<file path="src/rtl/qualified_state_panel_driver_top_assert.svh">
// Assertion macros for the qualified state panel driver.
// Used by qualified_state_panel_driver_top; expects clk and rst_n in scope.
`ifndef QUALIFIED_STATE_PANEL_DRIVER_TOP_ASSERT_SVH
`define QUALIFIED_STATE_PANEL_DRIVER_TOP_ASSERT_SVH
`ifndef NO_ASSERTIONS
// check outside reset
`define QSPD_ASSERT(lbl, prop, msg) \
  lbl: assert property (@(posedge clk) disable iff (!rst_n) prop) else $error(msg);
// check that also covers the reset cycles
`define QSPD_ASSERT_RST(lbl, prop, msg) \
  lbl: assert property (@(posedge clk) prop) else $error(msg);
`else
`define QSPD_ASSERT(lbl, prop, msg)
`define QSPD_ASSERT_RST(lbl, prop, msg)
`endif
`endif

</file>
<file path="src/rtl/qspd_pkg.sv">
// Package for the qualified state panel driver: payload types, state codes,
// configuration register indexes. No dependencies.
`timescale 1ns / 1ps
package qspd_pkg;

  localparam int unsigned CFG_IDX_W  = 2;
  localparam int unsigned CFG_DATA_W = 16;

  // vehicle state codes
  localparam logic [3:0] ST_ROOT        = 4'd0;
  localparam logic [3:0] ST_LV          = 4'd1;
  localparam logic [3:0] ST_PRECHARGING = 4'd2;
  localparam logic [3:0] ST_READY       = 4'd3;
  localparam logic [3:0] ST_DRIVING     = 4'd4;

  // configuration register indexes
  localparam logic [CFG_IDX_W-1:0] CFG_INTRO_TIME   = 2'd0;
  localparam logic [CFG_IDX_W-1:0] CFG_BUZZ_LENGTH  = 2'd1;
  localparam logic [CFG_IDX_W-1:0] CFG_BLINK_PERIOD = 2'd2;

  localparam logic [CFG_DATA_W-1:0] INTRO_TIME_RST   = 16'd500;
  localparam logic [CFG_DATA_W-1:0] BUZZ_LENGTH_RST  = 16'd1000;
  localparam logic [CFG_DATA_W-1:0] BLINK_PERIOD_RST = 16'd500;

  typedef struct packed {
    logic [31:0] now_ms;
    logic [3:0]  reported_state;
  } qspd_in_t;

  typedef struct packed {
    logic       buzzer_on;
    logic       ready_led_on;
    logic       reset_led_on;
    logic [3:0] accepted_state;
  } qspd_out_t;

endpackage

</file>
<file path="src/rtl/qspd_stream_if.sv">
// Valid/ready stream interface for the qualified state panel driver.
// Payload type is set per instance; no other dependencies.
`timescale 1ns / 1ps
interface qspd_stream_if #(
  parameter type payload_t = logic
);
  logic     valid;
  logic     ready;
  payload_t data;

  modport source (output valid, output data, input ready);
  modport sink (input valid, input data, output ready);
endinterface

</file>
<file path="src/rtl/qualified_state_panel_driver_top.sv">
// Qualified state panel driver: state qualification, buzzer pulse, LEDs.
// Depends on qspd_pkg, qspd_stream_if and qualified_state_panel_driver_top_assert.svh.
//
//   channel    | direction | handshake        | payload
//   -----------+-----------+------------------+-----------------------------------------
//   in_stream  | in        | valid / ready    | now_ms[31:0], reported_state[3:0]
//   out_stream | out       | valid / ready    | buzzer_on, ready_led_on, reset_led_on,
//              |           |                  | accepted_state[3:0]
//   cfg_*      | in        | cfg_we only      | cfg_idx[1:0], cfg_wdata[15:0]
//
// One transaction in gives one transaction out, one per clock sustained while
// out_stream is ready. The input register loads at the accepting edge; the
// evaluation stage then writes the result register and the panel state once the
// result register is free. Reset (rst_n low, synchronous) empties both registers and
// loads the default timing registers and the root state. A stalled result register
// holds the input register; in_stream ready stays high while it is empty or drains.
`timescale 1ns / 1ps
`include "qualified_state_panel_driver_top_assert.svh"
module qualified_state_panel_driver_top (
  input  logic                             clk,
  input  logic                             rst_n,
  qspd_stream_if.sink                      in_stream,
  qspd_stream_if.source                    out_stream,
  input  logic                             cfg_we,
  input  logic [qspd_pkg::CFG_IDX_W-1:0]   cfg_idx,
  input  logic [qspd_pkg::CFG_DATA_W-1:0]  cfg_wdata
);
  import qspd_pkg::*;

  // timing registers
  logic [CFG_DATA_W-1:0] intro_time_r;
  logic [CFG_DATA_W-1:0] buzz_length_r;
  logic [CFG_DATA_W-1:0] blink_period_r;

  // pipeline registers
  logic      in_v_r;
  qspd_in_t  in_r;
  logic      out_v_r;
  qspd_out_t out_r;

  // panel state
  logic [3:0]  last_seen_r, last_seen_nxt;
  logic [3:0]  qual_r, qual_nxt;
  logic [31:0] change_time_r, change_time_nxt;
  logic        was_driving_r, was_driving_nxt;
  logic [31:0] buzz_start_r, buzz_start_nxt;
  logic [31:0] next_blink_r, next_blink_nxt;
  logic        ready_led_r, ready_led_nxt;
  logic        reset_led_r, reset_led_nxt;
  logic        buzz;

  logic out_free;
  logic proc;
  logic driving;
  logic blink_due;
  logic [31:0] held_ms;
  logic [31:0] buzz_ms;

  assign out_free        = !out_v_r || out_stream.ready;
  assign proc            = in_v_r && out_free;
  assign in_stream.ready = !in_v_r || out_free;

  assign out_stream.valid = out_v_r;
  assign out_stream.data  = out_r;

  // configuration writes; index 3 is ignored
  always_ff @(posedge clk) begin
    if (!rst_n) begin
      intro_time_r   <= INTRO_TIME_RST;
      buzz_length_r  <= BUZZ_LENGTH_RST;
      blink_period_r <= BLINK_PERIOD_RST;
    end else if (cfg_we) begin
      unique case (cfg_idx)
        CFG_INTRO_TIME:   intro_time_r   <= cfg_wdata;
        CFG_BUZZ_LENGTH:  buzz_length_r  <= cfg_wdata;
        CFG_BLINK_PERIOD: blink_period_r <= cfg_wdata;
        default: ;
      endcase
    end
  end

  // input register
  always_ff @(posedge clk) begin
    if (!rst_n) begin
      in_v_r <= 1'b0;
    end else if (in_stream.ready) begin
      in_v_r <= in_stream.valid;
    end
  end

  always_ff @(posedge clk) begin
    if (in_stream.valid && in_stream.ready) begin
      in_r <= in_stream.data;
    end
  end

  // evaluation: qualification, buzzer, then LEDs on the newly accepted state
  always_comb begin
    last_seen_nxt   = in_r.reported_state;
    change_time_nxt = (in_r.reported_state != last_seen_r) ? in_r.now_ms : change_time_r;

    // wrapping elapsed time since the reported state last changed
    held_ms  = in_r.now_ms - change_time_nxt;
    qual_nxt = qual_r;
    if ((in_r.reported_state != qual_r) && (held_ms > {16'd0, intro_time_r})) begin
      qual_nxt = in_r.reported_state;
    end

    driving         = (qual_nxt == ST_DRIVING);
    was_driving_nxt = driving;
    buzz_ms         = in_r.now_ms - buzz_start_r;
    buzz_start_nxt  = buzz_start_r;
    buzz            = 1'b0;
    if (driving) begin
      if (was_driving_r) begin
        buzz = (buzz_ms < {16'd0, buzz_length_r});
      end else begin
        buzz_start_nxt = in_r.now_ms;
        buzz           = 1'b1;
      end
    end

    // blink deadline is a plain compare, no wrap handling
    blink_due      = (in_r.now_ms > next_blink_r);
    ready_led_nxt  = ready_led_r;
    reset_led_nxt  = reset_led_r;
    next_blink_nxt = next_blink_r;
    case (qual_nxt)
      ST_ROOT: begin
        ready_led_nxt = 1'b1;
        reset_led_nxt = 1'b1;
      end
      ST_LV: begin
        reset_led_nxt = 1'b0;
        if (blink_due) begin
          ready_led_nxt  = !ready_led_r;
          next_blink_nxt = in_r.now_ms + {16'd0, blink_period_r};
        end
      end
      ST_PRECHARGING: begin
        reset_led_nxt = 1'b0;
        ready_led_nxt = 1'b1;
      end
      ST_READY: begin
        ready_led_nxt = 1'b0;
        if (blink_due) begin
          reset_led_nxt  = !reset_led_r;
          next_blink_nxt = in_r.now_ms + {16'd0, blink_period_r};
        end
      end
      default: begin
        ready_led_nxt = 1'b0;
        reset_led_nxt = 1'b0;
      end
    endcase
  end

  // panel state
  always_ff @(posedge clk) begin
    if (!rst_n) begin
      last_seen_r   <= ST_ROOT;
      qual_r        <= ST_ROOT;
      change_time_r <= '0;
      was_driving_r <= 1'b0;
      buzz_start_r  <= '0;
      next_blink_r  <= '0;
      ready_led_r   <= 1'b0;
      reset_led_r   <= 1'b0;
    end else if (proc) begin
      last_seen_r   <= last_seen_nxt;
      qual_r        <= qual_nxt;
      change_time_r <= change_time_nxt;
      was_driving_r <= was_driving_nxt;
      buzz_start_r  <= buzz_start_nxt;
      next_blink_r  <= next_blink_nxt;
      ready_led_r   <= ready_led_nxt;
      reset_led_r   <= reset_led_nxt;
    end
  end

  // result register
  always_ff @(posedge clk) begin
    if (!rst_n) begin
      out_v_r <= 1'b0;
    end else if (out_free) begin
      out_v_r <= in_v_r;
    end
  end

  always_ff @(posedge clk) begin
    if (proc) begin
      out_r.buzzer_on      <= buzz;
      out_r.ready_led_on   <= ready_led_nxt;
      out_r.reset_led_on   <= reset_led_nxt;
      out_r.accepted_state <= qual_nxt;
    end
  end

  `QSPD_ASSERT(a_buzz_only_driving, out_v_r && (out_r.accepted_state != ST_DRIVING) |-> !out_r.buzzer_on, "buzzer on outside driving")
  `QSPD_ASSERT(a_was_driving_tracks, was_driving_r == (qual_r == ST_DRIVING), "was_driving out of step with accepted state")
  `QSPD_ASSERT(a_qual_holds_idle, !proc |=> $stable(qual_r), "accepted state changed without a transaction")
  `QSPD_ASSERT(a_stalled_input_kept, in_v_r && !out_free |=> in_v_r, "stalled input transaction dropped")
  `QSPD_ASSERT_RST(a_reset_empties, !rst_n |=> !in_v_r && !out_v_r, "pipeline not empty after reset")

endmodule
</file>
<file path="src/flat_wrapper.sv">
// flat-port wrapper written by rule: the top's interface ports become plain ports
module qualified_state_panel_driver_top_flat import qspd_pkg::*;
  (clk, rst_n, cfg_we, cfg_idx, cfg_wdata, in_stream_valid, in_stream_data, in_stream_ready, out_stream_valid, out_stream_data, out_stream_ready);
  qspd_stream_if in_stream_i ();
  qspd_stream_if out_stream_i ();
  input  logic clk;
  input  logic rst_n;
  input  logic cfg_we;
  input  logic [qspd_pkg::CFG_IDX_W-1:0] cfg_idx;
  input  logic [qspd_pkg::CFG_DATA_W-1:0] cfg_wdata;
  input wire logic [$bits(in_stream_i.valid)-1:0] in_stream_valid;
  input wire logic [$bits(in_stream_i.data)-1:0] in_stream_data;
  output wire logic [$bits(in_stream_i.ready)-1:0] in_stream_ready;
  output wire logic [$bits(out_stream_i.valid)-1:0] out_stream_valid;
  output wire logic [$bits(out_stream_i.data)-1:0] out_stream_data;
  input wire logic [$bits(out_stream_i.ready)-1:0] out_stream_ready;
  assign in_stream_i.valid = in_stream_valid;
  assign in_stream_i.data = in_stream_data;
  assign in_stream_ready = in_stream_i.ready;
  assign out_stream_valid = out_stream_i.valid;
  assign out_stream_data = out_stream_i.data;
  assign out_stream_i.ready = out_stream_ready;
  qualified_state_panel_driver_top u_core (.clk(clk), .rst_n(rst_n), .in_stream(in_stream_i), .out_stream(out_stream_i), .cfg_we(cfg_we), .cfg_idx(cfg_idx), .cfg_wdata(cfg_wdata));
endmodule
</file>
<file path="config.mk">
export PLATFORM = sky130hd
export DESIGN_NAME = qualified_state_panel_driver_top_flat
export DESIGN_NICKNAME = d
export VERILOG_FILES = /design/src/rtl/qspd_pkg.sv /design/src/rtl/qspd_stream_if.sv /design/src/rtl/qualified_state_panel_driver_top.sv /design/src/flat_wrapper.sv
export VERILOG_INCLUDE_DIRS = /design/src /design/src/rtl
export SDC_FILE = /design/constraint.sdc
export NUM_CORES = 1
export LEC_CHECK = 0
export ABC_AREA = 1
export BUFFER_PORTS_ARGS = -buffer_cell sky130_fd_sc_hd__buf_2
export CELL_PAD_IN_SITES_DETAIL_PLACEMENT = 0
export CELL_PAD_IN_SITES_GLOBAL_PLACEMENT = 1
export CORE_UTILIZATION = 43
export DETAILED_ROUTE_END_ITERATION = 12
export PLACE_DENSITY = 0.79
export SLEW_MARGIN = 40
export SYNTH_ARGS = -nofsm -noshare
export SYNTH_HDL_FRONTEND = slang
export SYNTH_SLANG_ARGS = --single-unit
</file>
<file path="constraint.sdc">
create_clock -name clk -period 4.4 [get_ports clk]
set_input_delay 0.44 -clock clk [delete_from_list [all_inputs] [get_ports clk]]
set_output_delay 0.44 -clock clk [all_outputs]
set_load 0.005 [all_outputs]
</file>
# Word-level counts from Yosys, hierarchy flattened
# Cells that the tools add are included.
# classes
add_sub_neg,1
order_cmp,1
eq_ne,2
mux,2
n_reduce_logical,9
# ops
operator,count
> comparator 32 x 16 -> 1 bit,1
2-to-1 mux 32 bit,1
subtractor 1 x 32 -> 32 bit (first input constant),1
2-to-1 mux 4 bit,1
inequality test 1 x 4 -> 1 bit,1
logical AND 1 bit,3
zero test 1 bit,2
zero test 2 bit,1
logical OR 1 bit,2
AND reduction 2 bit,1
inequality test 1 bit,1
# word_totals
reg_bits,57

# Logic depth before layout (Yosys ltp)
# Gate-level depths: netlist (run 1).
# logic_depth
depth_word,6
ltp_mapped,27
mapped_depth_nobuf,24

# Least setup slack after synthesis (run 1)
# Ideal clock, no wire load.
# synth_path
kind,reg-to-reg
from,"register u_core.in_r, in the netlist u_core.last_seen_nxt[0]"
to,"register u_core.out_r, in the netlist u_core.out_stream.data (data pin)"
setup_time_ns,0.254
arrival_ns,2.834
t_required_ns,4.146
setup_slack_ns,1.312
stages_incl_launch_ff,24
path_buffers,3
synth_period_minus_slack_ns,3.088
path_cell_list,edfxtp_1 nand2_1 nand2_4 buf_6 buf_6 nand2_1 ha_1 nand2_1 nor2_2 buf_6 nand2_4 xor2_1 inv_1 ha_1 nand2_1 nor3_1 and3_1 a21oi_1 nor2_1 nand3_1 nor2_2 nand2_1 nand2_1 nand2_1
# synth_via
elab_chain_len,6
elab_cells_between_ends,7
cone_classes,add/sub: 1; order compare: 1; eq/ne: 2; mux: 2; reduce/logical: 1
# synth_lines
item,line,text
"start, declared",qualified_state_panel_driver_top.sv:37,qspd_in_t in_r;
"start signal, assigned",qualified_state_panel_driver_top.sv:93,in_r <= in_stream.data;
inequality test 1 bit,qualified_state_panel_driver_top.sv:100,change_time_nxt = (in_r.reported_state != last_seen_r) ? in_r.now_ms : change_time_r;
2-to-1 mux 32 bit,qualified_state_panel_driver_top.sv:100,
subtractor 1 x 32 -> 32 bit,qualified_state_panel_driver_top.sv:103,held_ms = in_r.now_ms - change_time_nxt;
> comparator 32 x 16 -> 1 bit,qualified_state_panel_driver_top.sv:105,"if ((in_r.reported_state != qual_r) && (held_ms > {16'd0, intro_time_r})) begin"
logical AND 1 bit,qualified_state_panel_driver_top.sv:105,
2-to-1 mux 4 bit *,qualified_state_panel_driver_top.sv:105,
net u_core.qual_nxt[0],qualified_state_panel_driver_top.sv:43,"logic [3:0] qual_r, qual_nxt;"
"end, declared",qualified_state_panel_driver_top.sv:39,qspd_out_t out_r;
# Mark *: on every way through the listed nets, which the timed path passes. The rest lies on a longest branch.
# A chain may end at the register's enable or synchronous reset.

# Worst setup path after layout (run 1)
# Same ends and word-level chain as after synthesis.

==> impl_metrics.ini, run 1 <==
[status]
status = finished clean

[worst_hold_path]
worstHoldStart = in_stream_data
min_to = u_core.last_seen_nxt[0]$_DFFE_PP_
holdPathStages = 1
worstHoldPathType = in -> reg

[clock_tree]
cts_root_buf = clkbuf_8
clk_latency_ns = 0.31
ctsHoldBuffers = 0
cts_buffers = 5
h-tree-depth = 2
cts_tree = yes
clockBufferDepth = 2
postCtsSetupRepairBufs = 0
cts_resized = 0
clkTransAtPathRegs_ns = 0.09
clock_sinks = 54

[power_and_ir_drop]
ir_drop_uv = 138.4
total_power_w = 0.0009228
power_density_nw_per_um2 = 249.8
power.leakage_nw = 1.909

[routing]
wl_per_cell_um = 12.26
drtAntennaViolNets = 0
dr_total_vias = 3020
avgViaCountPerCell = 4.848
first_iter_violations = 146
drc = 0
wl_mm = 7.638
firstDrtPassIters = 5

[sta]
setup_tns_ns = 0
skew_ns = 0.006326
worst_pin_slew_ns = 0.6927
setup_viol = 0
hold_viol = 0
fin_crit_ns = 3.720
drv_slew = 0
max_freq_mhz = 268.8
rsz0062_at_grt = false
fin_crit_sh = 0.8455
maxSlewHeadroom = 0.5377

[logic_synthesis]
synth.avg_cell_area_um2 = 6.803
synthCells = 503
synth.top_cell.area_share = 0.3042
ys_ff_latch = 54
synth-seq-area-share = 0.3218
yosys-top-cells-area = dfxtp_1 30%, nand2_1 12%, nor2_1 7.6%
syn_nets = 544
synth.distinct_cells = 33
syn_area_um2 = 3422
yosysTopAreaCell = dfxtp_1
yosysWarnings = 0

[placed_design]
gp_congestion = 0.8411
dp_hpwl_mm = 5.995
portBuffers = 26
dp.cells = 615

[worst_setup_path]
path_class = reg -> reg
crit_required_ns = 4.47
crit_path_max_fanout = 23
regToRegSetupSlack_ns = 0.68
reg2reg_to = u_core.out_stream.data$_DFFE_PP_
slowest_delay_ns = 0.49
path_common_cell = nand2_1
crit_slowest_cell = nor2_2
cp_cell_sequence = nand2_1 > nand2_4 > buf_4 > o21ai_0 > nand2_1 > nor2_2 > nand2_1 > xor2_1 > ha_1 > nand4_1 > nor3_1 > and3_1 > a21oi_1 > nor2_1 > nand3_1 > nor2_2 > nand2_1 > nand2_1 > nand2_1
worstReg2RegStart = u_core.last_seen_nxt[0]$_DFFE_PP_
crit_buf_inv = 1
reg2reg_depth = 19
crit_path_end_kind = flop
critPathArrivalTime_ns = 3.79
setup.worst_path.start_class = flop
crit_family = simple AND/OR/NAND/NOR gates

[floorplan]
num_rows = 32
ios = 27
fp.dieH_um = 91.21
dieArea_um2 = 8319
initial_core_util = 0.4428
fp.dieW_um = 91.21
core_area_um2 = 7727

[grt]
grt_pass1_vias = 2805
grt_usage = 0.1988
grt_pass1_wl_mm = 13.19
antenna_found_initial = 0
grt_overflow = 0
grt_max_degree = 30

[layout]
final_nets = 561
num_antenna_cells = 0
instances_no_fill = 623
drive_above_1_share = 0.1497
syn_to_final_growth_pct = 7.971
fill_cells = 823

[job]
cap_violations = 0
## synthesized netlist by cell type (all sizes together)
master and count:
edfxtp 2, nand2 124, o21a 1, a21oi 19
o211ai 6, ha 17, nor2 82, and3 1
inv 70, dfxtp 52, o21ai 45, nand3 16
o31ai 1, buf 7, nand3b 2, nand4 6
o21bai 3, xor2 13, clkbuf 11, xnor2 2
nor3 23
## layout make-up
type | count | area [um2] | area share
Sequential cell | 54 | 1101 | 0.2980
Clock buffer | 5 | 68.82 | 0.01863
Timing Repair Buffer | 28 | 145.1 | 0.03928
Inverter | 70 | 262.8 | 0.07111
Multi-Input combinational cell | 361 | 1949 | 0.5276
Clock inverter | 3 | 40.04 | 0.01084
Tap cell | 102 | 127.6 | 0.03454
## power breakdown
part / switching (W) / total, W / internal, W / leakage, nW
registers: 0.00000364 / 0.000506 / 0.000502 / 0.441
clock network: 0.000167 / 0.000334 / 0.000168 / 0.0579
logic: 0.0000558 / 0.0000822 / 0.0000264 / 1.41
## cells by family after synthesis
family | Yosys count | synth area share
AO/OA/AOI/OAI | 75 | 0.1342
XOR/XNOR | 15 | 0.03839
adder cells (fa/ha/maj) | 17 | 0.06216
buffers and inverters | 88 | 0.1093
flip-flops | 54 | 0.3218
AND/OR/NAND/NOR | 254 | 0.3342
## worst max-delay path by stage
stage | end | slack (ns) | startpoint | depth (start not counted)
after global routing | u_core.out_stream.data$_DFFE_PP_ | 0.26 | u_core.last_seen_nxt[0]$_DFFE_PP_ | 19
final | u_core.out_stream.data$_DFFE_PP_ | 0.68 | u_core.last_seen_nxt[0]$_DFFE_PP_ | 19
after CTS | u_core.out_stream.data$_DFFE_PP_ | 0.70 | u_core.last_seen_nxt[0]$_DFFE_PP_ | 19
after floorplan | u_core.out_stream.data$_DFFE_PP_ | 1.31 | u_core.last_seen_nxt[0]$_DFFE_PP_ | 23
after detailed placement | u_core.out_stream.data$_DFFE_PP_ | 0.71 | u_core.last_seen_nxt[0]$_DFFE_PP_ | 19
after global placement | u_core.out_stream.data$_DFFE_PP_ | 0.81 | u_core.last_seen_nxt[0]$_DFFE_PP_ | 19
## state kept, by name, summed over array words and instances, names as in the netlist
signal / count
u_core.out_stream.valid: 1
u_core.intro_time_r: 16
u_core.in_v_r: 1
u_core.change_time_r: 32
u_core.qual_r: 1
u_core.last_seen_nxt: 1
u_core.out_stream.data: 1
u_core.last_seen_r: 1
## per-stage QoR
| step | instance area, um2 | hold WS, ns | worst slack (ns) | utilization |
|---|---|---|---|---|
| floorplan | 3422 | 0.4246 | 1.312 | - |
| global placement | 3586 | 0.4329 | 0.8093 | 0.4641 |
| detailed placement | 3586 | 0.4365 | 0.7110 | 0.4641 |
| CTS | 3695 | 0.2920 | 0.6988 | 0.4781 |
| global route | 3695 | 0.2890 | 0.2647 | 0.4781 |
| finish | 3695 | 0.3022 | 0.6798 | 0.4781 |
## routing by layer
layer | up-vias | GRT usage | wire length, um
met1 | 1335 | 0.2687 | 3893
li1 | 1631 | - | -
met3 | 11 | 0.02848 | 208
met2 | 43 | 0.3314 | 3414
met5 | - | 0 | 0
met4 | 0 | 0.05159 | 121
## layout by cell type (no fill, tap or decap), types with 2 or more instances in the layout
cell type / n
nand2_1: 112
nor2_1: 68
inv_1: 67
dfxtp_1: 52
o21ai_0: 26
buf_2: 26
nor3_1: 23
a21oi_1: 19
ha_1: 17
nand3_1: 14
xor2_1: 13
nor2_2: 10
nand2_2: 9
o21ai_2: 9
o21ai_1: 8
nand4_1: 6
o211ai_1: 6
clkbuf_8: 5
nand2_4: 3
inv_2: 3
nor2_4: 3
o21bai_1: 3
o21ai_4: 2
nand3_2: 2
nand3b_1: 2
xnor2_1: 2
clkinv_2: 2
buf_4: 2
edfxtp_1: 2
## worst register-to-register path, cell delays in order (launching register included)
cell,delay (ns)
edfxtp_1,0.43
nand2_1,0.13
nand2_4,0.17
buf_4,0.28
o21ai_0,0.10
nand2_1,0.14
nor2_2,0.49
nand2_1,0.20
xor2_1,0.19
ha_1,0.27
nand4_1,0.11
nor3_1,0.20
and3_1,0.19
a21oi_1,0.05
nor2_1,0.11
nand3_1,0.09
nor2_2,0.15
nand2_1,0.07
nand2_1,0.07
nand2_1,0.05
Note: power is estimated with default switching activity, not from simulation.
==> run 2, diff against run 1 <==
--- a/config.mk
+++ b/config.mk
@@ -6,11 +6,11 @@
 export SDC_FILE = /design/constraint.sdc
 export NUM_CORES = 1
 export LEC_CHECK = 0
-export ABC_AREA = 1
+export ABC_AREA = 0
 export BUFFER_PORTS_ARGS = -buffer_cell sky130_fd_sc_hd__buf_2
 export CELL_PAD_IN_SITES_DETAIL_PLACEMENT = 0
 export CELL_PAD_IN_SITES_GLOBAL_PLACEMENT = 1
-export CORE_UTILIZATION = 43
+export CORE_UTILIZATION = 45
 export DETAILED_ROUTE_END_ITERATION = 12
 export PLACE_DENSITY = 0.79
 export SLEW_MARGIN = 40
==> constraint.sdc (replaced) <==
create_clock -name clk -period 3.75 [get_ports clk]
set_input_delay 0.375 -clock clk [delete_from_list [all_inputs] [get_ports clk]]
set_output_delay 0.375 -clock clk [all_outputs]
set_load 0.005 [all_outputs]
==> run 2 against run 1 <==
Compared with the run above: highest routed layer unchanged; clock-buffer cell count is the same; via count decreased by 13%; global-route usage grew 2.0 points; first-iteration DRC count grew 10%; combinational power rose by 25%; the flow now finishes with violations (setup timing); sequential share of layout area increased by 0.64 points; die area is 15% lower; flip-flop and latch count unchanged; area after synthesis shrank 11%; synthesized cell count decreased by 29%; critical path depth stayed put.
==> impl_metrics.ini, run 2 <==
[power_and_ir_drop]
power.leakage_nw = 1.653
power.switching_w = 0.0002669
ir_drop_uv = 189.6
intPower_w = 0.0008339
power_density_nw_per_um2 = 304.3
power_switching_share = 0.2425
total_power_w = 0.001101
p_comb_frac = 0.094
p_clk_frac = 0.368
seq_power_share = 0.538

[routing]
drc = 0
wl_per_cell_um = 14.86
dr_total_vias = 2622
wl_mm = 7.149
firstDrtPassIters = 5
first_iter_violations = 161
drtAntennaViolNets = 0
avgViaCountPerCell = 5.451

[clock_tree]
clock_sinks = 54
h-tree-depth = 2
clk_latency_ns = 0.32
ctsHoldBuffers = 0
cts_buffers = 5
cts_tree = yes
cts_root_buf = clkbuf_8
clockBufferDepth = 2
clkTransAtPathRegs_ns = 0.11

[job]
cap_violations = 0

[grt]
grt_pass1_wl_mm = 12.28
grt_usage = 0.2184
antenna_found_initial = 0
grt_max_degree = 33
grt_overflow = 0
grt_pass1_vias = 2456

[logic_synthesis]
netlist_top_cells_count = 52 x dfxtp_1, 45 x nand2_1, 33 x and2_1, 20 x inv_1, 20 x nor2_1
synthArstFlopShare = 0
yosysWarnings = 0
yosys-top-cells-area = dfxtp_1 34%, ha_1 7.0%, and2_1 6.8%
yosysTopAreaCell = dfxtp_1
synth_most_common_cell = dfxtp_1
synth.avg_cell_area_um2 = 8.568
ys.flop_type = dfxtp_1
synth-seq-area-share = 0.3620
synthCells = 355
synth_edf_count = 2
synth.top_cell.area_share = 0.3422
synth.distinct_cells = 63
ys_ff_latch = 54
syn_area_um2 = 3042
syn_nets = 396

[layout]
regMostFlops = u_core.change_time_r
largest_registers = u_core.change_time_r x32, u_core.intro_time_r x16
fin_util = 0.5632
syn_to_final_growth_pct = 18.92
final_common_cell = dfxtp_1
largest_register_ffs = 32
final_cell_mix = 52 x dfxtp_1, 43 x nand2_1, 34 x and2_1
final_nets = 444
num_antenna_cells = 0
drive_above_1_share = 0.2327

[worst_setup_path]
path_class = reg -> reg
crit_required_ns = 3.83
crit_path_max_fanout = 3
setup.worst_path.start_class = flop
crit_path_end_kind = flop
critPathArrivalTime_ns = 4.23

[placed_design]
gp_congestion = 0.8732
dp_hpwl_mm = 5.321
portBuffers = 26
place_ws_ns = -0.4627

[floorplan]
fp.dieW_um = 84.22
dieArea_um2 = 7092
core_area_um2 = 6422
initial_core_util = 0.4736
fp.dieH_um = 84.22
ios = 27
num_rows = 29

[sta]
max_freq_mhz = 240.9
worst_pin_slew_ns = 0.7341
drv_slew = 0
fin_ws_ns = -0.4004
fin_crit_sh = 1.107
rsz0062_at_grt = true
setup_viol = 2
fin_crit_ns = 4.150
maxSlewHeadroom = 0.5044
skew_ns = 0.008016
hold_viol = 0

[status]
status = finished with violations
violations = setup timing

[worst_hold_path]
worstHoldPathType = in -> reg
[run 2: cell types whose count changed after synthesis, moves of 10 or more]
| cell | delta |
|---|---|
| and2_1 | +33 |
| o21ai_0 | -19 |
| nor3_1 | -13 |
| inv_1 | -48 |
| a21boi_0 | +10 |
| nor2_1 | -49 |
| nand2_1 | -67 |
[run 2: per-layer routing]
layer | up-vias | routed length (um) | global-route usage
met1 | 1208 | 3751 | 0.3356
met3 | 10 | 350 | 0.04031
met2 | 62 | 2974 | 0.3122
met4 | 0 | 72 | 0.05486
li1 | 1342 | - | -
met5 | - | 0 | 0
[run 2: per-stage QoR]
step	cell area, um2	hold slack (ns)	std cells	TNS (ns)
floorplan	3082	0.4306	355	-0.9920
global placement	3417	0.4426	468	-0.4896
detailed placement	3417	0.4482	468	-0.7106
CTS	3567	0.2167	479	-0.7724
global route	3617	0.2022	481	-1.118
finish	3617	0.2225	481	-0.7207
[run 2: layout make-up]
type | count | area, um2
Clock buffer | 5 | 68.82
Clock inverter | 3 | 43.79
Fill cell | 607 | 2805
Inverter | 20 | 75.07
Multi-Input combinational cell | 268 | 1892
Sequential cell | 54 | 1101
Tap cell | 77 | 96.34
Timing Repair Buffer | 54 | 340.3
[run 2: timing repair]
| action | CTS | global route |
|---|---|---|
| resized for setup | 2 | 6 |
| pin swaps | 2 | 5 |
| endpoints found under the setup margin | 2 | 2 |
| setup buffers | 3 | 2 |
[run 2: worst max-delay path, cell delays in order, from the launching register on]
cell and delay (ns):
edfxtp_1 0.49, xnor2_4 0.20, nand2_4 0.10, ha_4 0.12, or3b_4 0.39, nor3_4 0.15, nand2_1 0.10, or4_4 0.45
xnor2_2 0.14, o21ai_1 0.14, ha_1 0.26, buf_4 0.14, a21oi_1 0.15, nand2_1 0.09, a21oi_2 0.15, o221ai_2 0.09
o21a_1 0.16, nor4_4 0.16, nand3_1 0.13, mux2_4 0.31
[run 2: cell families after synthesis]
group                      count (synthesis)  synth area share
and+or+nand+nor                          168            0.3151
AOI/OAI and AO/OA                         64            0.1493
DFF                                       54            0.3620
buffers and inverters                     33           0.04689
adders and majority gates                 17           0.06993
xor gates and xnor gates                  15           0.04319
muxes                                      4           0.01357
[run 2: final timing paths]
path	start	end	slack, ns	cells after the start
worst max-delay path	u_core.last_seen_nxt[0]$_DFFE_PP_	u_core.out_stream.data$_DFFE_PP_	-0.40	19
worst min-delay path	in_stream_data	u_core.last_seen_nxt[0]$_DFFE_PP_	0.22	1
worst max register to register	u_core.last_seen_nxt[0]$_DFFE_PP_	u_core.out_stream.data$_DFFE_PP_	-0.40	19
worst min register to register	u_core.intro_time_r[9]$_SDFFE_PN0P_	u_core.intro_time_r[9]$_SDFFE_PN0P_	0.47	2
[run 2: power groups by stage]
stage,clock network [W],logic [W],registers [W]
2_1_floorplan,0,0.0000632,0.000604
3_3_place_gp,0,0.0000943,0.000605
3_5_place_dp,0,0.0000961,0.000605
4_1_cts,0.000415,0.000101,0.000593
5_1_grt,0.000439,0.000116,0.000594
6_report,0.000405,0.000103,0.000593
